[src/rtl/tgp_pkg.sv]
`timescale 1ns / 1ps
// ----------------------------------------------------------------------------
// tgp_pkg
// Shared types, constants and a helper function for the thresholded global
// pooling core.
// ----------------------------------------------------------------------------
package tgp_pkg;

   localparam int SAMPLE_W = 16;
   localparam int SUM_W    = 32;
   localparam int COUNT_W  = 13;
   localparam int POS_W    = 12;

   // longest plane the position counter tracks before it saturates
   localparam int PLANE_MAX = 4096;
   localparam logic [POS_W-1:0] POS_LIMIT = POS_W'((PLANE_MAX - 1) % (2 ** POS_W));
   localparam logic [COUNT_W-1:0] COUNT_MAX = {COUNT_W{1'b1}};

   localparam logic signed [SAMPLE_W-1:0] SAMPLE_MIN = {1'b1, {(SAMPLE_W-1){1'b0}}};
   localparam logic signed [SUM_W-1:0] SUM_MAX = {1'b0, {(SUM_W-1){1'b1}}};
   localparam logic signed [SUM_W-1:0] SUM_MIN = {1'b1, {(SUM_W-1){1'b0}}};

   // plane summary queue depth (2..16)
   localparam int QUEUE_DEPTH = 2;

   // pool modes
   localparam logic MODE_SUM     = 1'b0;
   localparam logic MODE_AVG_MAX = 1'b1;

   // csr register indexes
   localparam logic REG_POOL_MODE = 1'b0;
   localparam logic REG_THRESHOLD = 1'b1;

   // one finished plane, already classified by the front end
   typedef struct packed {
      logic [SUM_W-1:0]   value;
      logic [COUNT_W-1:0] count;
      logic [POS_W-1:0]   max_pos;
      logic               fell_back;
      logic               divide;
   } entry_type;

   function automatic logic [SUM_W-1:0] sat_add(input logic [SUM_W-1:0] acc,
                                                input logic [SAMPLE_W-1:0] smp);
      logic [SUM_W:0] sum;
      sum = {acc[SUM_W-1], acc} + {{(SUM_W-SAMPLE_W+1){smp[SAMPLE_W-1]}}, smp};
      if (sum[SUM_W] != sum[SUM_W-1]) begin
         return sum[SUM_W] ? SUM_MIN : SUM_MAX;
      end
      return sum[SUM_W-1:0];
   endfunction

endpackage

[src/rtl/tgp_req_if.sv]
`timescale 1ns / 1ps
// ----------------------------------------------------------------------------
// tgp_req_if
// Sample channel: one signed Q8.8 sample per transaction with a plane-end flag.
// ----------------------------------------------------------------------------
interface tgp_req_if;
   logic                                  valid;
   logic                                  ready;
   logic signed [tgp_pkg::SAMPLE_W-1:0]   sample;
   logic                                  last_of_plane;

   modport source (output valid, output sample, output last_of_plane, input ready);
   modport sink   (input valid, input sample, input last_of_plane, output ready);
endinterface

[src/rtl/tgp_rsp_if.sv]
`timescale 1ns / 1ps
// ----------------------------------------------------------------------------
// tgp_rsp_if
// Result channel: one pooled result per plane.
// ----------------------------------------------------------------------------
interface tgp_rsp_if;
   logic                                 valid;
   logic                                 ready;
   logic signed [tgp_pkg::SUM_W-1:0]     pooled_value;
   logic [tgp_pkg::COUNT_W-1:0]          count_above;
   logic [tgp_pkg::POS_W-1:0]            max_position;
   logic                                 fell_back;

   modport source (output valid, output pooled_value, output count_above,
                   output max_position, output fell_back, input ready);
   modport sink   (input valid, input pooled_value, input count_above,
                   input max_position, input fell_back, output ready);
endinterface

[src/rtl/tgp_front.sv]
`timescale 1ns / 1ps
// ----------------------------------------------------------------------------
// tgp_front
// Per-sample accumulation and plane-end classification into a summary entry.
// ----------------------------------------------------------------------------
module tgp_front (
   input  logic                           clock,
   input  logic                           reset,
   tgp_req_if.sink                        req_bus,
   input  logic                           pool_mode,
   input  logic [tgp_pkg::SAMPLE_W-1:0]   threshold,
   input  logic                           queue_full,
   output logic                           push,
   output tgp_pkg::entry_type             push_entry
);

   logic [tgp_pkg::SUM_W-1:0]    passing_sum_ff, passing_sum_in;
   logic [tgp_pkg::SUM_W-1:0]    total_sum_ff, total_sum_in;
   logic [tgp_pkg::COUNT_W-1:0]  pass_count_ff, pass_count_in;
   logic [tgp_pkg::SAMPLE_W-1:0] running_max_ff, running_max_in;
   logic [tgp_pkg::POS_W-1:0]    max_pos_ff, max_pos_in;
   logic [tgp_pkg::POS_W-1:0]    position_ff, position_in;
   logic                         accept;
   logic                         passes;

   assign req_bus.ready = !queue_full;
   assign accept        = req_bus.valid && req_bus.ready;
   assign passes        = $signed(req_bus.sample) >= $signed(threshold);

   always_comb begin
      total_sum_in   = tgp_pkg::sat_add(total_sum_ff, req_bus.sample);
      passing_sum_in = passing_sum_ff;
      pass_count_in  = pass_count_ff;
      running_max_in = running_max_ff;
      max_pos_in     = max_pos_ff;
      position_in    = position_ff;
      if ($signed(req_bus.sample) > $signed(running_max_ff)) begin
         running_max_in = req_bus.sample;
         max_pos_in     = position_ff;
      end
      if (passes) begin
         passing_sum_in = tgp_pkg::sat_add(passing_sum_ff, req_bus.sample);
         if (pass_count_ff != tgp_pkg::COUNT_MAX) begin
            pass_count_in = pass_count_ff + 1'b1;
         end
      end
      if (position_ff != tgp_pkg::POS_LIMIT) begin
         position_in = position_ff + 1'b1;
      end
   end

   // plane-end classification
   always_comb begin
      push_entry.count     = pass_count_in;
      push_entry.max_pos   = '0;
      push_entry.fell_back = 1'b0;
      push_entry.divide    = 1'b0;
      push_entry.value     = passing_sum_in;
      if (pass_count_in == '0) begin
         push_entry.fell_back = 1'b1;
         if (pool_mode == tgp_pkg::MODE_AVG_MAX) begin
            push_entry.value   = {{(tgp_pkg::SUM_W-tgp_pkg::SAMPLE_W){running_max_in[tgp_pkg::SAMPLE_W-1]}},
                                  running_max_in};
            push_entry.max_pos = max_pos_in;
         end else begin
            push_entry.value = total_sum_in;
         end
      end else if (pool_mode == tgp_pkg::MODE_AVG_MAX) begin
         push_entry.divide = 1'b1;
      end
   end

   assign push = accept && req_bus.last_of_plane;

   always_ff @(posedge clock) begin
      if (reset || push) begin
         passing_sum_ff <= '0;
         total_sum_ff   <= '0;
         pass_count_ff  <= '0;
         running_max_ff <= tgp_pkg::SAMPLE_MIN;
         max_pos_ff     <= '0;
         position_ff    <= '0;
      end else if (accept) begin
         passing_sum_ff <= passing_sum_in;
         total_sum_ff   <= total_sum_in;
         pass_count_ff  <= pass_count_in;
         running_max_ff <= running_max_in;
         max_pos_ff     <= max_pos_in;
         position_ff    <= position_in;
      end
   end

endmodule

[src/rtl/tgp_queue.sv]
`timescale 1ns / 1ps
// ----------------------------------------------------------------------------
// tgp_queue
// Small register queue of plane summaries between front and back end.
// ----------------------------------------------------------------------------
module tgp_queue #(
   parameter int DEPTH = tgp_pkg::QUEUE_DEPTH
) (
   input  logic               clock,
   input  logic               reset,
   input  logic               push,
   input  tgp_pkg::entry_type push_entry,
   output logic               full,
   input  logic               pop,
   output tgp_pkg::entry_type head_entry,
   output logic               empty
);

   localparam int PTR_W = $clog2(DEPTH);
   localparam int CNT_W = $clog2(DEPTH + 1);

   tgp_pkg::entry_type mem_ff [DEPTH];
   logic [PTR_W-1:0]   wr_ptr_ff, rd_ptr_ff;
   logic [CNT_W-1:0]   count_ff;

   assign full       = count_ff == CNT_W'(DEPTH);
   assign empty      = count_ff == '0;
   assign head_entry = mem_ff[rd_ptr_ff];

   function automatic logic [PTR_W-1:0] next_ptr(input logic [PTR_W-1:0] ptr);
      return (ptr == PTR_W'(DEPTH - 1)) ? '0 : ptr + 1'b1;
   endfunction

   always_ff @(posedge clock) begin
      if (push) begin
         mem_ff[wr_ptr_ff] <= push_entry;
      end
   end

   always_ff @(posedge clock) begin
      if (reset) begin
         wr_ptr_ff <= '0;
         rd_ptr_ff <= '0;
         count_ff  <= '0;
      end else begin
         if (push) begin
            wr_ptr_ff <= next_ptr(wr_ptr_ff);
         end
         if (pop) begin
            rd_ptr_ff <= next_ptr(rd_ptr_ff);
         end
         if (push && !pop) begin
            count_ff <= count_ff + 1'b1;
         end else if (pop && !push) begin
            count_ff <= count_ff - 1'b1;
         end
      end
   end

   a_no_overflow: assert property (@(posedge clock) disable iff (reset)
      push |-> (!full || pop))
      else $error("summary pushed into full queue");

   a_no_underflow: assert property (@(posedge clock) disable iff (reset)
      pop |-> !empty)
      else $error("summary popped from empty queue");

endmodule

[src/rtl/tgp_back.sv]
`timescale 1ns / 1ps
// ----------------------------------------------------------------------------
// tgp_back
// Executes plane summaries: bit-serial average divide and result register.
// ----------------------------------------------------------------------------
module tgp_back (
   input  logic               clock,
   input  logic               reset,
   input  tgp_pkg::entry_type head_entry,
   input  logic               queue_empty,
   output logic               pop,
   tgp_rsp_if.source          rsp_bus
);

   localparam int STEP_W = $clog2(tgp_pkg::SUM_W);

   typedef enum logic [2:0] {
      ST_IDLE   = 3'b001,
      ST_DIVIDE = 3'b010,
      ST_OUTPUT = 3'b100
   } state_type;

   state_type                    state_ff, state_in;
   logic [tgp_pkg::SUM_W-1:0]    quo_ff, quo_in;
   logic [tgp_pkg::COUNT_W-1:0]  rem_ff, rem_in;
   logic [tgp_pkg::COUNT_W-1:0]  div_ff;
   logic                         neg_ff;
   logic [STEP_W-1:0]            step_ff;
   logic [tgp_pkg::SUM_W-1:0]    value_ff;
   logic [tgp_pkg::COUNT_W-1:0]  count_ff;
   logic [tgp_pkg::POS_W-1:0]    pos_ff;
   logic                         fb_ff;
   logic [tgp_pkg::COUNT_W:0]    partial;
   logic [tgp_pkg::COUNT_W+1:0]  diff;
   logic                         take;
   logic [tgp_pkg::SUM_W-1:0]    head_abs;

   assign pop = (state_ff == ST_IDLE) && !queue_empty;

   assign head_abs = head_entry.value[tgp_pkg::SUM_W-1] ? (~head_entry.value + 1'b1)
                                                        : head_entry.value;

   // one restoring step per cycle
   always_comb begin
      partial = {rem_ff, quo_ff[tgp_pkg::SUM_W-1]};
      diff    = {1'b0, partial} - {2'b00, div_ff};
      take    = !diff[tgp_pkg::COUNT_W+1];
      rem_in  = take ? diff[tgp_pkg::COUNT_W-1:0] : partial[tgp_pkg::COUNT_W-1:0];
      quo_in  = {quo_ff[tgp_pkg::SUM_W-2:0], take};
   end

   always_comb begin
      state_in = state_ff;
      case (state_ff)
         ST_IDLE: begin
            if (!queue_empty) begin
               state_in = head_entry.divide ? ST_DIVIDE : ST_OUTPUT;
            end
         end
         ST_DIVIDE: begin
            if (step_ff == '0) begin
               state_in = ST_OUTPUT;
            end
         end
         ST_OUTPUT: begin
            if (rsp_bus.ready) begin
               state_in = ST_IDLE;
            end
         end
         default: state_in = ST_IDLE;
      endcase
   end

   always_ff @(posedge clock) begin
      if (reset) begin
         state_ff <= ST_IDLE;
      end else begin
         state_ff <= state_in;
      end
   end

   always_ff @(posedge clock) begin
      if (pop) begin
         count_ff <= head_entry.count;
         pos_ff   <= head_entry.max_pos;
         fb_ff    <= head_entry.fell_back;
         value_ff <= head_entry.value;
         quo_ff   <= head_abs;
         rem_ff   <= '0;
         div_ff   <= head_entry.count;
         neg_ff   <= head_entry.value[tgp_pkg::SUM_W-1];
         step_ff  <= STEP_W'(tgp_pkg::SUM_W - 1);
      end else if (state_ff == ST_DIVIDE) begin
         quo_ff  <= quo_in;
         rem_ff  <= rem_in;
         step_ff <= step_ff - 1'b1;
         if (step_ff == '0) begin
            value_ff <= neg_ff ? (~quo_in + 1'b1) : quo_in;
         end
      end
   end

   assign rsp_bus.valid        = state_ff == ST_OUTPUT;
   assign rsp_bus.pooled_value = value_ff;
   assign rsp_bus.count_above  = count_ff;
   assign rsp_bus.max_position = pos_ff;
   assign rsp_bus.fell_back    = fb_ff;

   a_fallback_count: assert property (@(posedge clock) disable iff (reset)
      (rsp_bus.valid && rsp_bus.fell_back) |-> (rsp_bus.count_above == '0))
      else $error("fallback result with nonzero pass count");

   a_position_fallback: assert property (@(posedge clock) disable iff (reset)
      (rsp_bus.valid && rsp_bus.max_position != '0) |-> rsp_bus.fell_back)
      else $error("max position reported without fallback");

   a_divisor_nonzero: assert property (@(posedge clock) disable iff (reset)
      (state_ff == ST_DIVIDE) |-> (div_ff != '0))
      else $error("average divide with zero count");

endmodule

[src/rtl/threshold_global_pooling_core.sv]
`timescale 1ns / 1ps
// ----------------------------------------------------------------------------
// threshold_global_pooling_core
// Thresholded global sum / average-with-max-fallback pooling of one plane.
// ----------------------------------------------------------------------------
//
//   channel   direction  handshake              payload
//   req_bus   in         valid/ready            sample, last_of_plane
//   rsp_bus   out        valid/ready            pooled_value, count_above,
//                                               max_position, fell_back
//   csr       in         apb psel/penable       pool_mode (0x0), threshold (0x4)
//
// - front end takes one sample per cycle while the summary queue is not
//   full; plane stats update in that cycle
// - each plane end pushes one summary into a QUEUE_DEPTH-entry queue
// - back end takes one summary at a time; averages need a bit-serial divide
// - req_bus.ready drops only while the summary queue is full
// - synchronous active-high reset clears plane state, queue and csr registers
//
module threshold_global_pooling_core #(
   parameter int QUEUE_DEPTH = tgp_pkg::QUEUE_DEPTH
) (
   input  logic        clock,
   input  logic        reset,
   tgp_req_if.sink     req_bus,
   tgp_rsp_if.source   rsp_bus,
   input  logic        psel,
   input  logic        penable,
   input  logic        pwrite,
   input  logic [2:0]  paddr,
   input  logic [31:0] pwdata,
   output logic [31:0] prdata,
   output logic        pready
);

   logic                         pool_mode_ff;
   logic [tgp_pkg::SAMPLE_W-1:0] threshold_ff;
   logic                         csr_write;
   logic                         push;
   logic                         pop;
   logic                         queue_full;
   logic                         queue_empty;
   tgp_pkg::entry_type           push_entry;
   tgp_pkg::entry_type           head_entry;

   // csr port: zero wait states, register index in address bit 2
   assign pready    = 1'b1;
   assign csr_write = psel && penable && pwrite && pready;

   always_ff @(posedge clock) begin
      if (reset) begin
         pool_mode_ff <= tgp_pkg::MODE_SUM;
         threshold_ff <= '0;
      end else if (csr_write) begin
         case (paddr[2])
            tgp_pkg::REG_POOL_MODE: pool_mode_ff <= pwdata[0];
            tgp_pkg::REG_THRESHOLD: threshold_ff <= pwdata[tgp_pkg::SAMPLE_W-1:0];
            default: ;
         endcase
      end
   end

   always_comb begin
      case (paddr[2])
         tgp_pkg::REG_POOL_MODE: prdata = {31'b0, pool_mode_ff};
         tgp_pkg::REG_THRESHOLD: prdata = {{(32-tgp_pkg::SAMPLE_W){threshold_ff[tgp_pkg::SAMPLE_W-1]}},
                                           threshold_ff};
         default: prdata = '0;
      endcase
   end

   // accumulation and classification; mode is taken at the plane end
   tgp_front u_front (
      .clock      (clock),
      .reset      (reset),
      .req_bus    (req_bus),
      .pool_mode  (pool_mode_ff),
      .threshold  (threshold_ff),
      .queue_full (queue_full),
      .push       (push),
      .push_entry (push_entry)
   );

   // decouples the sample stream from the per-plane divide
   tgp_queue #(
      .DEPTH (QUEUE_DEPTH)
   ) u_queue (
      .clock      (clock),
      .reset      (reset),
      .push       (push),
      .push_entry (push_entry),
      .full       (queue_full),
      .pop        (pop),
      .head_entry (head_entry),
      .empty      (queue_empty)
   );

   // divide and result register
   tgp_back u_back (
      .clock       (clock),
      .reset       (reset),
      .head_entry  (head_entry),
      .queue_empty (queue_empty),
      .pop         (pop),
      .rsp_bus     (rsp_bus)
   );

endmodule
[src/flat_wrapper.sv]
// flat-port wrapper written by rule: the top's interface ports become plain ports
module threshold_global_pooling_core_flat 
#(
   parameter int QUEUE_DEPTH = tgp_pkg::QUEUE_DEPTH
)
  (clock, reset, psel, penable, pwrite, paddr, pwdata, prdata, pready, req_bus_valid, req_bus_sample, req_bus_last_of_plane, req_bus_ready, rsp_bus_valid, rsp_bus_pooled_value, rsp_bus_count_above, rsp_bus_max_position, rsp_bus_fell_back, rsp_bus_ready);
  tgp_req_if req_bus_i ();
  tgp_rsp_if rsp_bus_i ();
  input  logic clock;
  input  logic reset;
  input  logic psel;
  input  logic penable;
  input  logic pwrite;
  input  logic [2:0] paddr;
  input  logic [31:0] pwdata;
  output logic [31:0] prdata;
  output logic pready;
  input wire logic [$bits(req_bus_i.valid)-1:0] req_bus_valid;
  input wire logic [$bits(req_bus_i.sample)-1:0] req_bus_sample;
  input wire logic [$bits(req_bus_i.last_of_plane)-1:0] req_bus_last_of_plane;
  output wire logic [$bits(req_bus_i.ready)-1:0] req_bus_ready;
  output wire logic [$bits(rsp_bus_i.valid)-1:0] rsp_bus_valid;
  output wire logic [$bits(rsp_bus_i.pooled_value)-1:0] rsp_bus_pooled_value;
  output wire logic [$bits(rsp_bus_i.count_above)-1:0] rsp_bus_count_above;
  output wire logic [$bits(rsp_bus_i.max_position)-1:0] rsp_bus_max_position;
  output wire logic [$bits(rsp_bus_i.fell_back)-1:0] rsp_bus_fell_back;
  input wire logic [$bits(rsp_bus_i.ready)-1:0] rsp_bus_ready;
  assign req_bus_i.valid = req_bus_valid;
  assign req_bus_i.sample = req_bus_sample;
  assign req_bus_i.last_of_plane = req_bus_last_of_plane;
  assign req_bus_ready = req_bus_i.ready;
  assign rsp_bus_valid = rsp_bus_i.valid;
  assign rsp_bus_pooled_value = rsp_bus_i.pooled_value;
  assign rsp_bus_count_above = rsp_bus_i.count_above;
  assign rsp_bus_max_position = rsp_bus_i.max_position;
  assign rsp_bus_fell_back = rsp_bus_i.fell_back;
  assign rsp_bus_i.ready = rsp_bus_ready;
  threshold_global_pooling_core #(.QUEUE_DEPTH(QUEUE_DEPTH)) u_core (.clock(clock), .reset(reset), .req_bus(req_bus_i), .rsp_bus(rsp_bus_i), .psel(psel), .penable(penable), .pwrite(pwrite), .paddr(paddr), .pwdata(pwdata), .prdata(prdata), .pready(pready));
endmodule
[config.mk]
export PLATFORM = sky130hd
export DESIGN_NAME = threshold_global_pooling_core_flat
export DESIGN_NICKNAME = d
export VERILOG_FILES = /design/src/rtl/tgp_pkg.sv /design/src/rtl/tgp_req_if.sv /design/src/rtl/tgp_rsp_if.sv /design/src/rtl/tgp_front.sv /design/src/rtl/tgp_queue.sv /design/src/rtl/tgp_back.sv /design/src/rtl/threshold_global_pooling_core.sv /design/src/flat_wrapper.sv
export SDC_FILE = /design/constraint.sdc
export NUM_CORES = 1
export LEC_CHECK = 0
export ABC_AREA = 1
export ABC_CLOCK_PERIOD_IN_PS = 5080
export BUFFER_PORTS_ARGS = -buffer_cell sky130_fd_sc_hd__buf_4
export CORE_ASPECT_RATIO = 1.5
export CORE_MARGIN = 5
export CORE_UTILIZATION = 50
export CTS_BUF_LIST = sky130_fd_sc_hd__clkbuf_8
export DETAILED_ROUTE_END_ITERATION = 6
export GPL_ROUTABILITY_DRIVEN = 0
export PLACE_DENSITY = 0.78
export SYNTH_ARGS = -nofsm -noshare
export SYNTH_HDL_FRONTEND = slang
export SYNTH_SLANG_ARGS = --single-unit
[constraint.sdc]
create_clock -name clock -period 5.08 [get_ports clock]
set_input_delay 0.762 -clock clock [delete_from_list [all_inputs] [get_ports clock]]
set_output_delay 0.762 -clock clock [all_outputs]
set_load 0.02 [all_outputs]
==> key figures <==
Drt
  • Final WL: a little over 60 mm
  • DR vias: between 20000 and 25000
  • Post-route DRC violation count: 2
  • Wire per inst: between 15 and 20 µm
  • Post-route ant nets: 0
  • DR iter-0 viols: about 1700
  • Via density: approximately 5.3
  • Pre-antenna DRT Iters: 7

Clocking
  • Hold Buf Count CTS: 0
  • Clk sinks: approximately 370
  • TritonCTS Buffers: 54
  • CTS root buffer: clkbuf_8
  • Worst skew pair latency: between 0.6 and 0.7 ns
  • TritonCTS clock tree: built
  • CTS resizes: 0
  • H-tree levels: 2
  • Setup Fix Bufs, Post-CTS: 0
  • Reg clk slew, reported paths: ~0.07 ns
  • Max Buffers Root-to-Sink: 3

Floorplan
  • Die X-Extent: around 190 µm
  • Total die area: roughly 52000 µm²
  • Die H: 276.7 µm
  • Row cnt: 97
  • Starting Density: 0.5060
  • Core box area: approximately 47000 µm²
  • # IOs: 152

Flow run
  • # Max-Cap Violations: 0

Power and ir drop
  • Static Leak: around 13 nW
  • PD cells: 522.5 nW/µm²
  • IR drop worst, VDD: between 0.0003 and 0.0004 V

Synth
  • Post-Syn Nets: ~3500
  • FF+latch count, synth: ~370
  • Synth Cell Area: approximately 24000 µm²
  • Count of different cell masters after synthesis: 53
  • Syn Area/Cell: about 7.2 µm²
  • Post-synth top flop: edfxtp_1
  • Post-synth EDFFs: around 210
  • Post-synthesis cell count: approximately 3300
  • Synth warn: 0
  • Post-synthesis sequential area ratio: 0.3999
  • Post-synth ARST share: 0

Worst setup path
  • Setup crit start kind: register
  • CP Capture Point: u_core.u_queue.mem_ff[0][13]
  • Endpoint type of the worst setup path: register
  • Reg2reg setup slack: around 1.1 ns
  • Crit-path max cell delay: 0.45 ns
  • Worst r2r src: u_core.threshold_ff[15]
  • Crit path cell chain: inv_1, ha_1, a21oi_1, o21ai_1, a21oi_1, nand2_1, nand2_1, nand3_2, nand2_1, nand2_1, nor2_1, nand2_1, nor2_4, buf_4, nand3_2, nor2_1
  • CP max stage cell: nand2_1
  • Setup CP Type: reg -> reg
  • Critical path required time: between 5 and 6 ns
  • CP dominant cell by count: nand2_1
  • Worst R2R End: u_core.u_queue.mem_ff[0][13]
  • Worst path top cell family by delay: simple AND/OR/NAND/NOR gates
  • R2r worst-path depth: 16
  • Worst EP arrival: ~4.4 ns
  • Worst path bufs/invs: 2
  • Instance count on the critical path: 16
  • Max FO, Critical Path: 33
  • Critical Path Source: u_core.threshold_ff[15]

Global route
  • GRT Total Usage: 0.2242
  • Number of global-route vias before repair: around 20000
  • Largest net degree at the start of global routing: 87
  • Antenna violations before repair: 1
  • GRT Residual Overflow: 0
  • First-pass GRT wire length: ~98 mm

Timing
  • Final clock skew: approximately 0.020 ns
  • Final min period: a little under 4 ns
  • Hold Slack: around 0.33 ns
  • Period utilisation layout: 0.7827
  • Final Hold Viols: 0
  • RSZ-0062 raised after global routing: false
  • Fmax achieved: between 0.2 and 0.3 GHz
  • Max_slew headroom: 0.3412
  • TNS Setup: 0 ns
  • Final Slew Violations: 0
  • Final setup viols: 0
  • Worst Max-Slew Pin Slew: between 0.9 and 1 ns
  • Final WS setup: approximately 1.1 ns

Run status
  • Status: finished, violations left
  • Failing checks: design-rule violations

Hold path
  • Hold WC Path Type: in -> reg
  • Worst Hold Path Cells: 2

Layout
  • NumNets Final: 3532
  • Area delta synth->final: 11.18%
  • Share of layout cells above drive strength 1: 0.09968

Placed design
  • Post-place setup slack: 0.5988 ns
  • HPWL Detailed: about 44 mm
  • Input/output buffers: 132
==> logic make-up (layout without fill, tap and decap cells) <==
group,Yosys count,in the layout,synth area share
flip-flops,369,369,0.3999
adder cells (fa/ha/maj),118,118,0.06323
AND/OR/NAND/NOR,1527,1527,0.2672
AO/OA/AOI/OAI,615,615,0.1452
multiplexers,6,6,0.002533
buffers and inverters,576,701,0.09812
XOR/XNOR,64,64,0.02364
other,1,2,0.0001582
==> registers in the layout (all words and copies together) (netlist names), 13 cells and up, named ones only <==
| name | count |
|---|---|
| u_core.u_front.total_sum_ff | 32 |
| u_core.u_front.passing_sum_ff | 32 |
| u_core.u_front.pass_count_ff | 13 |
| u_core.threshold_ff | 16 |
| u_core.u_back.rsp_bus.pooled_value | 32 |
| u_core.u_back.rem_ff | 13 |
| u_core.u_back.quo_ff | 32 |
| u_core.u_front.running_max_ff | 16 |
| u_core.u_back.rsp_bus.count_above | 13 |
| u_core.u_queue.mem_ff | 118 |
==> metal layers <==
layer	global-route usage	routed length (µm)	vias to the layer above
li1	-	-	10875
met1	0.2543	23430	9734
met2	0.4172	30800	601
met3	0.02774	3239	166
met4	0.1017	2841	0
met5	0	0	-
==> worst min path at each step <==
stage                                      endpoint  slack (ns)                     start
after floorplan                            register        0.43  u_core.u_queue.rd_ptr_ff
after global placement     u_core.u_queue.rd_ptr_ff        0.44  u_core.u_queue.rd_ptr_ff
after detailed placement                   register        0.43  u_core.u_queue.rd_ptr_ff
after CTS                 u_core.u_back.state_ff[2]        0.30                     reset
after global routing      u_core.u_back.state_ff[2]        0.32                     reset
final                     u_core.u_back.state_ff[1]        0.33                     reset
==> cell usage after synthesis, drive strengths merged (3+ instances only) <==
cell / n / area [µm²]
nand2: 963 / 3637
inv: 431 / 1618
nor2: 291 / 1165
o21ai: 275 / 1414
a21oi: 214 / 1071
edfxtp: 209 / 6276
dfxtp: 160 / 3203
nand3: 152 / 775.8
ha: 115 / 1439
clkbuf: 79 / 296.5
buf: 62 / 396.6
xor2: 47 / 411.6
o211ai: 45 / 337.8
nor3: 37 / 206.5
nand4: 35 / 225.2
or2: 25 / 156.4
o21a: 21 / 157.7
xnor2: 17 / 148.9
o21bai: 15 / 112.6
nand3b: 13 / 97.59
o31ai: 13 / 111.4
a21o: 11 / 82.58
a31oi: 9 / 56.30
nor4: 7 / 43.79
mux2i: 6 / 60.06
o221ai: 6 / 52.55
clkinv: 4 / 15.01
fa: 3 / 60.06
==> final cells by class <==
cell class	instances	area, µm²
fill	4339	20490
multi-input combinational	2331	11950
sequential	369	9480
inverter	435	1634
timing repair buffer	164	1231
clock buffer	63	867.1
tap	594	743.2
clock inverter	39	454.2
antenna	1	2.502
==> stage by stage <==
stage               std cells    util  power, mW  instance area [µm²]
floorplan                3276       -      9.257                23710
global placement         3893  0.5344      10.76                25030
detailed placement       3893  0.5344      10.88                25030
CTS                      3995  0.5626      13.77                26360
global route             3996  0.5626      14.81                26360
finish                   3996  0.5626      13.77                26360
==> where the power goes <==
group / leakage [nW] / total (mW) / switching [mW] / internal (mW)
Clock: 0.660 / 2.86 / 1.24 / 1.62
Combinational: 8.85 / 6.33 / 4.30 / 2.02
Sequential: 3.26 / 4.58 / 0.397 / 4.19
Total: 12.8 / 13.8 / 5.94 / 7.83
==> cells in the final DEF, fill, tap and decap left out, drive strengths merged, types with 15 or more instances in the layout <==
cell type,n
o211ai,45
inv,435
edfxtp,209
nand3,152
buf,164
ha,115
clkinv,22
clkbuf,63
a21oi,214
nand2,963
o21bai,15
dfxtp,160
xor2,47
o21a,21
nor2,291
nand4,35
xnor2,17
nor3,37
or2,25
o21ai,275
No activity file was read; power rests on OpenSTA's default activity.
